### src/npf_pkg.sv
`timescale 1ns / 1ps
// ----------------------------------------------------------------------------
// npf_pkg
// Widths and base character codes shared by the nucleotide prefix
// fingerprint block and its channel interfaces, and the block's result record.
// ----------------------------------------------------------------------------
package npf_pkg;

	localparam int CHAR_W    = 8;
	localparam int WORD_W    = 32;
	localparam int NUM_BASES = 4;

	typedef logic [CHAR_W-1:0] char_t;
	typedef logic [WORD_W-1:0] word_t;

	// Counted bases in fingerprint order A, C, G, T.
	localparam char_t CHAR_A = 8'h41;
	localparam char_t CHAR_C = 8'h43;
	localparam char_t CHAR_G = 8'h47;
	localparam char_t CHAR_T = 8'h54;

	localparam char_t BASE_CHARS [NUM_BASES] = '{CHAR_A, CHAR_C, CHAR_G, CHAR_T};

	// Finished fingerprint as held in the output buffer. prod is
	// count * (length + 1); the suffix sum is prod - prefix.
	typedef struct packed {
		word_t [NUM_BASES-1:0] prefix;
		word_t [NUM_BASES-1:0] prod;
	} result_t;

endpackage

### src/npf_if.sv
`timescale 1ns / 1ps
// ----------------------------------------------------------------------------
// npf_if
// Valid/ready channels of the nucleotide prefix fingerprint block: the
// character stream in and the fingerprint result out.
// ----------------------------------------------------------------------------
interface npf_char_if
	import npf_pkg::*;
();
	logic  valid;
	logic  ready;
	char_t base_char;
	logic  last_char;

	modport source (output valid, output base_char, output last_char, input ready);
	modport sink   (input valid, input base_char, input last_char, output ready);
endinterface

interface npf_fp_if
	import npf_pkg::*;
();
	logic  valid;
	logic  ready;
	word_t prefix_sum_a;
	word_t prefix_sum_c;
	word_t prefix_sum_g;
	word_t prefix_sum_t;
	word_t suffix_sum_a;
	word_t suffix_sum_c;
	word_t suffix_sum_g;
	word_t suffix_sum_t;

	modport source (
		output valid,
		output prefix_sum_a, output prefix_sum_c, output prefix_sum_g, output prefix_sum_t,
		output suffix_sum_a, output suffix_sum_c, output suffix_sum_g, output suffix_sum_t,
		input  ready
	);
	modport sink (
		input  valid,
		input  prefix_sum_a, input prefix_sum_c, input prefix_sum_g, input prefix_sum_t,
		input  suffix_sum_a, input suffix_sum_c, input suffix_sum_g, input suffix_sum_t,
		output ready
	);
endinterface

### src/nucleotide_prefix_fingerprint.sv
`timescale 1ns / 1ps
// ----------------------------------------------------------------------------
// nucleotide_prefix_fingerprint
// Streams a DNA sequence and emits its eight-word prefix/suffix fingerprint.
// ----------------------------------------------------------------------------
// Usage:
//   seq_in carries one ASCII character per transfer; last_char marks the
//   end of a sequence. Uppercase A, C, G, T are counted, anything else only
//   advances the position.
//   fp_out carries one transfer per sequence: the prefix sums and suffix
//   sums of A, C, G, T, all modulo 2^32.
// Throughput: one character per cycle while seq_in is ready. Per-base
//   counts, prefix sums and count * (length + 1) products are kept in
//   registers and updated with adds only.
// Output: a fingerprint is buffered as its last character is transferred;
//   each suffix word is one subtract after the result register.
// Stall: a two-entry result buffer sits in front of fp_out. seq_in stays
//   ready while the second entry is free, so characters keep flowing while
//   one finished fingerprint waits; seq_in stalls only with both full.
// Reset: arst_n clears the sequence state and empties the result buffer.
//   The state also returns to zero after every last character.
// ----------------------------------------------------------------------------
module nucleotide_prefix_fingerprint
	import npf_pkg::*;
(
	input logic        clk,
	input logic        arst_n,
	npf_char_if.sink   seq_in,
	npf_fp_if.source   fp_out
);

	word_t [NUM_BASES-1:0] cnt_q, pre_q, prod_q;
	word_t                 len_q;

	word_t [NUM_BASES-1:0] cnt_n, pre_n, prod_n;
	logic  [NUM_BASES-1:0] hit;
	word_t                 len_plus2;

	result_t head_q, skid_q, new_res;
	logic    head_v_q, skid_v_q;
	logic    take, push, pop;

	assign seq_in.ready = !skid_v_q;
	assign take         = seq_in.valid && seq_in.ready;
	assign push         = take && seq_in.last_char;
	assign pop          = head_v_q && fp_out.ready;

	assign len_plus2 = len_q + word_t'(2);

	// (c+1)(L+2) = c(L+1) + c + L + 2 ; c(L+2) = c(L+1) + c
	always_comb begin
		for (int k = 0; k < NUM_BASES; k++) begin
			hit[k]    = (seq_in.base_char == BASE_CHARS[k]);
			cnt_n[k]  = cnt_q[k] + word_t'(hit[k]);
			pre_n[k]  = pre_q[k] + cnt_n[k];
			prod_n[k] = prod_q[k] + cnt_q[k] + (hit[k] ? len_plus2 : '0);
		end
		new_res.prefix = pre_n;
		new_res.prod   = prod_n;
	end

	always_ff @(posedge clk or negedge arst_n) begin
		if (!arst_n) begin
			cnt_q  <= '0;
			pre_q  <= '0;
			prod_q <= '0;
			len_q  <= '0;
		end else if (take) begin
			if (seq_in.last_char) begin
				cnt_q  <= '0;
				pre_q  <= '0;
				prod_q <= '0;
				len_q  <= '0;
			end else begin
				cnt_q  <= cnt_n;
				pre_q  <= pre_n;
				prod_q <= prod_n;
				len_q  <= len_q + word_t'(1);
			end
		end
	end

	// Two-entry result buffer; a push never meets a full skid entry.
	always_ff @(posedge clk or negedge arst_n) begin
		if (!arst_n) begin
			head_v_q <= 1'b0;
			skid_v_q <= 1'b0;
		end else if (pop) begin
			if (skid_v_q) begin
				skid_v_q <= 1'b0;
			end else begin
				head_v_q <= push;
			end
		end else if (push) begin
			if (!head_v_q) begin
				head_v_q <= 1'b1;
			end else begin
				skid_v_q <= 1'b1;
			end
		end
	end

	always_ff @(posedge clk) begin
		if (pop) begin
			if (skid_v_q) begin
				head_q <= skid_q;
			end else if (push) begin
				head_q <= new_res;
			end
		end else if (push) begin
			if (!head_v_q) begin
				head_q <= new_res;
			end else begin
				skid_q <= new_res;
			end
		end
	end

	assign fp_out.valid        = head_v_q;
	assign fp_out.prefix_sum_a = head_q.prefix[0];
	assign fp_out.prefix_sum_c = head_q.prefix[1];
	assign fp_out.prefix_sum_g = head_q.prefix[2];
	assign fp_out.prefix_sum_t = head_q.prefix[3];
	assign fp_out.suffix_sum_a = head_q.prod[0] - head_q.prefix[0];
	assign fp_out.suffix_sum_c = head_q.prod[1] - head_q.prefix[1];
	assign fp_out.suffix_sum_g = head_q.prod[2] - head_q.prefix[2];
	assign fp_out.suffix_sum_t = head_q.prod[3] - head_q.prefix[3];

endmodule

### src/flat_wrapper.sv
// flat-port wrapper written by rule: the top's interface ports become plain ports
module nucleotide_prefix_fingerprint_flat import npf_pkg::*;
  (clk, arst_n, seq_in_valid, seq_in_base_char, seq_in_last_char, seq_in_ready, fp_out_valid, fp_out_prefix_sum_a, fp_out_prefix_sum_c, fp_out_prefix_sum_g, fp_out_prefix_sum_t, fp_out_suffix_sum_a, fp_out_suffix_sum_c, fp_out_suffix_sum_g, fp_out_suffix_sum_t, fp_out_ready);
  npf_char_if seq_in_i ();
  npf_fp_if fp_out_i ();
  input logic clk;
  input logic arst_n;
  input wire logic [$bits(seq_in_i.valid)-1:0] seq_in_valid;
  input wire logic [$bits(seq_in_i.base_char)-1:0] seq_in_base_char;
  input wire logic [$bits(seq_in_i.last_char)-1:0] seq_in_last_char;
  output wire logic [$bits(seq_in_i.ready)-1:0] seq_in_ready;
  output wire logic [$bits(fp_out_i.valid)-1:0] fp_out_valid;
  output wire logic [$bits(fp_out_i.prefix_sum_a)-1:0] fp_out_prefix_sum_a;
  output wire logic [$bits(fp_out_i.prefix_sum_c)-1:0] fp_out_prefix_sum_c;
  output wire logic [$bits(fp_out_i.prefix_sum_g)-1:0] fp_out_prefix_sum_g;
  output wire logic [$bits(fp_out_i.prefix_sum_t)-1:0] fp_out_prefix_sum_t;
  output wire logic [$bits(fp_out_i.suffix_sum_a)-1:0] fp_out_suffix_sum_a;
  output wire logic [$bits(fp_out_i.suffix_sum_c)-1:0] fp_out_suffix_sum_c;
  output wire logic [$bits(fp_out_i.suffix_sum_g)-1:0] fp_out_suffix_sum_g;
  output wire logic [$bits(fp_out_i.suffix_sum_t)-1:0] fp_out_suffix_sum_t;
  input wire logic [$bits(fp_out_i.ready)-1:0] fp_out_ready;
  assign seq_in_i.valid = seq_in_valid;
  assign seq_in_i.base_char = seq_in_base_char;
  assign seq_in_i.last_char = seq_in_last_char;
  assign seq_in_ready = seq_in_i.ready;
  assign fp_out_valid = fp_out_i.valid;
  assign fp_out_prefix_sum_a = fp_out_i.prefix_sum_a;
  assign fp_out_prefix_sum_c = fp_out_i.prefix_sum_c;
  assign fp_out_prefix_sum_g = fp_out_i.prefix_sum_g;
  assign fp_out_prefix_sum_t = fp_out_i.prefix_sum_t;
  assign fp_out_suffix_sum_a = fp_out_i.suffix_sum_a;
  assign fp_out_suffix_sum_c = fp_out_i.suffix_sum_c;
  assign fp_out_suffix_sum_g = fp_out_i.suffix_sum_g;
  assign fp_out_suffix_sum_t = fp_out_i.suffix_sum_t;
  assign fp_out_i.ready = fp_out_ready;
  nucleotide_prefix_fingerprint u_core (.clk(clk), .arst_n(arst_n), .seq_in(seq_in_i), .fp_out(fp_out_i));
endmodule
### config.mk
export PLATFORM = sky130hd
export DESIGN_NAME = nucleotide_prefix_fingerprint_flat
export DESIGN_NICKNAME = d
export VERILOG_FILES = /design/src/npf_pkg.sv /design/src/npf_if.sv /design/src/nucleotide_prefix_fingerprint.sv /design/src/flat_wrapper.sv
export SDC_FILE = /design/constraint.sdc
export NUM_CORES = 2
export LEC_CHECK = 0
export ABC_AREA = 1
export BUFFER_PORTS_ARGS = -buffer_cell sky130_fd_sc_hd__buf_4
export CAP_MARGIN = 20
export CORE_AREA = 5 5 331 333
export CTS_CLUSTER_SIZE = 40
export DETAILED_ROUTE_END_ITERATION = 7
export DIE_AREA = 0 0 336 338
export PLACE_DENSITY = 0.82
export SYNTH_ARGS = -nofsm -noshare
export SYNTH_HDL_FRONTEND = slang
export SYNTH_SLANG_ARGS = --single-unit
### constraint.sdc
create_clock -name clk -period 20.4 [get_ports clk]
set_clock_uncertainty 0.2 [all_clocks]
set_input_delay 2.04 -clock clk [delete_from_list [all_inputs] [get_ports clk]]
set_output_delay 2.04 -clock clk [all_outputs]
set_load 0.005 [all_outputs]
==> flow_summary_export.csv <==
group,metric,value,unit
hold_path,hp-start,"u_core.prod_q[28]",
setup_path,required,20.74,ns
detailed_routing,dr.pass1.iters,8,
sta,finalHoldViolations,0,
clocking,clock-sinks,930,
setup_path,critPathArrivalTime,6.86,ns
synth,synth_area,67500,µm²
sta,slew-limit-headroom,9.00,%
synth,ys_top_cells_by_area,"edfxtp_1 (23%), dfrtp_1 (16%), nand2_1 (15%), ha_1 (7.1%), inv_1 (6.5%)",
synth,synth_common_cells,"nand2_1 (2704), inv_1 (1167), nor2_1 (812)",
placed_design,placed_area,70100,µm²
synth,synthMostInstantiatedCell,"nand2_1",
synth,yosysWarnings,0,
sta,slew_violations,0,
sta,fmax,153,MHz
detailed_routing,viasPerCell,5.88,
run_status,status,"finished clean",
floorplanning,die_y,338,µm
synth,yosys.area.top_type_share,22.8,%
setup_path,worstSetupStartpoint,"seq_in_base_char[3]",
power,clkPwrFrac,35.0,%
synth,syn_nets,9456,
power,p_int,3.62,mW
detailed_routing,wl,219000,µm
grt,antenna_found_initial,3,
power,netSwitchingFraction,31.8,%
power,p_leak,37.0,nW
power,comb_power_share,23.5,%
detailed_routing,drc,0,
clocking,clk_pin_slew,0.06,ns
detailed_routing,ant_nets,0,
placed_design,port_buffers,270,
floorplanning,fp.coreArea,106000,µm²
clocking,ctsResizeCount,0,
grt,grt_pass1_vias,59100,
sta,fin_crit_sh,32.0,%
floorplanning,die_w,336,µm
synth,synth.distinct_cells,44,
cells_and_area,fin_area,73500,µm²
setup_path,crit_type,"input port to flop",
cells_and_area,final_nets,9587,
grt,grt_remaining_overflow,0,
floorplanning,start_util,63.5,%
synth,yosysSeqAreaShare,38.3,%
setup_path,r2r_start,"u_core.len_q[1]",
sta,rsz0062_at_grt,"false",
clocking,cts_buffers,100,
floorplanning,ioPinCount,271,
cells_and_area,area_delta_synth_final,8.89,%
clocking,cts_hold_buf,0,
floorplanning,dieArea,114000,µm²
setup_path,path_common_cell,"nand2_1",
clocking,cts.path.max_buffers,3,
power,power_density,72.3,nW/µm²
sta,period_minus_slack,6.52,ns
synth,synth_cells,8925,
grt,grt_usage,37.7,%
synth,synth-main-ff-cell,"edfxtp_1",
sta,finalSetupViolations,0,
detailed_routing,wl_per_cell,20.8,µm
detailed_routing,drt_iter0_markers,6263,
power,ir_worst_vdd,86.6,µV
grt,grt_max_degree,201,
synth,ys_seq_elements,930,
clocking,postCtsSetupBuffers,0,
run,max_cap_viol_count,0,
floorplanning,row_count,120,
synth,async_flop_share,44.9,%
sta,worst_pin_slew,1.36,ns
synth,synth_edf_count,512,
synth,yosysTopAreaCell,"edfxtp_1",
setup_path,slowest_delay,0.79,ns
sta,tns,0,ns
clocking,cts_root_buf,"clkbuf_16",
placed_design,gp_congestion,1.03,
setup_path,start_kind,"input port",
setup_path,cp_max_fo,29,
hold_path,min_path_type,"flop to flop",
clocking,clk_latency,0.70,ns
setup_path,crit_slowest_cell,"nor3_2",
power,power_switching,1.69,mW
detailed_routing,num_vias,62000,
setup_path,path_cells,"buf_4 -> or2_2 -> nor3_2 -> inv_1 -> nor2_1 -> fa_1 -> ha_1 -> inv_1 -> fa_1 -> inv_1 -> nand3_1 -> nand2_1 -> nand2_1 -> nand2_1 -> nand2_1 -> nand2_1 -> nand2_1 -> nand2_1 -> xor2_1 -> nand2_1 -> nand2_1",
clocking,cts_tree,"yes",
grt,grt_pass1_wl,334000,µm
setup_path,end_kind,"flop",
cells_and_area,layout-drive-gt1-share,6.07,%
clocking,h-tree-depth,3,
synth,syn_avg_cell_area,7.56,µm²
power,pwr-share-seq,41.5,%
placed_design,dpl.hpwl,167000,µm
## kinds of logic (layout without fill, tap and decap cells)
kind of cell | count (synthesis) | in the layout | synth area share, %
compound gates | 1170 | 1170 | 9.62
xor+xnor | 319 | 319 | 4.14
fa+ha+maj | 518 | 518 | 11.1
buf+inv | 1461 | 1676 | 8.88
flops | 930 | 930 | 38.3
other cells | 0 | 2 | 0
simple gates | 4527 | 4527 | 27.9
## metal layers
metal / share of wire, % / GRT usage (%) / up-vias
met5: 0.012 / 0 / -
met4: 5.1 / 17.0 / 4
met3: 9.4 / 6.59 / 559
met2: 45 / 60.0 / 3055
met1: 41 / 51.2 / 29300
li1: - / - / 29100
## placed cells by master, fill, tap and decap left out, types with 110 or more instances in the layout
cell type	Yosys	final
a21oi_1	424	423
buf_4	128	302
dfrtp_1	418	418
edfxtp_1	512	512
fa_1	136	136
ha_1	382	382
inv_1	1167	1165
nand2_1	2704	2704
nand3_1	556	556
nor2_1	812	810
nor3_1	110	110
o21ai_0	459	459
xor2_1	242	242
## power groups by stage
stage | sequential (mW) | combinational [mW] | clock [mW]
6_report | 2.20 | 1.25 | 1.86
5_1_grt | 2.21 | 1.36 | 1.95
4_1_cts | 2.20 | 1.23 | 1.87
3_5_place_dp | 2.24 | 1.23 | 0
3_3_place_gp | 2.24 | 1.21 | 0
2_1_floorplan | 2.24 | 0.733 | 0
## layout make-up
| cell class | count | area, µm² |
|---|---|---|
| multi-input combinational | 6534 | 35700 |
| fill | 9065 | 32800 |
| sequential | 930 | 25800 |
| inverter | 1177 | 4430 |
| clock buffer | 128 | 2730 |
| timing repair buffer | 313 | 2470 |
| tap | 1403 | 1760 |
| clock inverter | 58 | 558 |
| antenna | 2 | 5.00 |
## flip-flops by register name, indices dropped and copies added (netlist names), 32 cells and up
signal                      cells
u_core.cnt_q                  128
u_core.fp_out.prefix_sum_a     32
u_core.fp_out.prefix_sum_c     32
u_core.fp_out.prefix_sum_g     32
u_core.fp_out.prefix_sum_t     32
u_core.head_q                 128
u_core.len_q                   32
u_core.pre_q                  128
u_core.prod_q                 128
u_core.skid_q                 256
## metrics by stage
stage	utilization [%]	std cells	total power [mW]	hold WS [ns]	setup WS [ns]
3_3_place_gp	65.9	10300	3.44	0.265	13.45
6_report	69.1	10500	5.31	0.288	13.88
2_1_floorplan	-	8925	2.97	0.249	4.16
3_5_place_dp	66.0	10400	3.46	0.272	13.38
5_1_grt	69.1	10500	5.52	0.309	13.65
4_1_cts	69.0	10500	5.30	0.289	14.08
## worst paths after layout
path	to	slack, ns	depth (start not counted)
worst max-delay path	u_core.head_q[55]	13.88	21
worst min-delay path	u_core.prod_q[28]	0.29	2
worst max register to register	u_core.head_q[123]	14.98	19
worst min register to register	u_core.prod_q[28]	0.29	2
max in group asynchronous	u_core.cnt_q[118]	16.75	3
min in group asynchronous	u_core.prod_q[62]	1.09	1
## critical path, delay by kind of cell
family | cells | cell delay [ns]
buffers and inverters | 4 | 1.07
XOR/XNOR | 1 | 0.28
AND/OR/NAND/NOR | 13 | 2.56
adder cells (fa/ha/maj) | 3 | 0.88
Power figures use the tool's default switching activity.
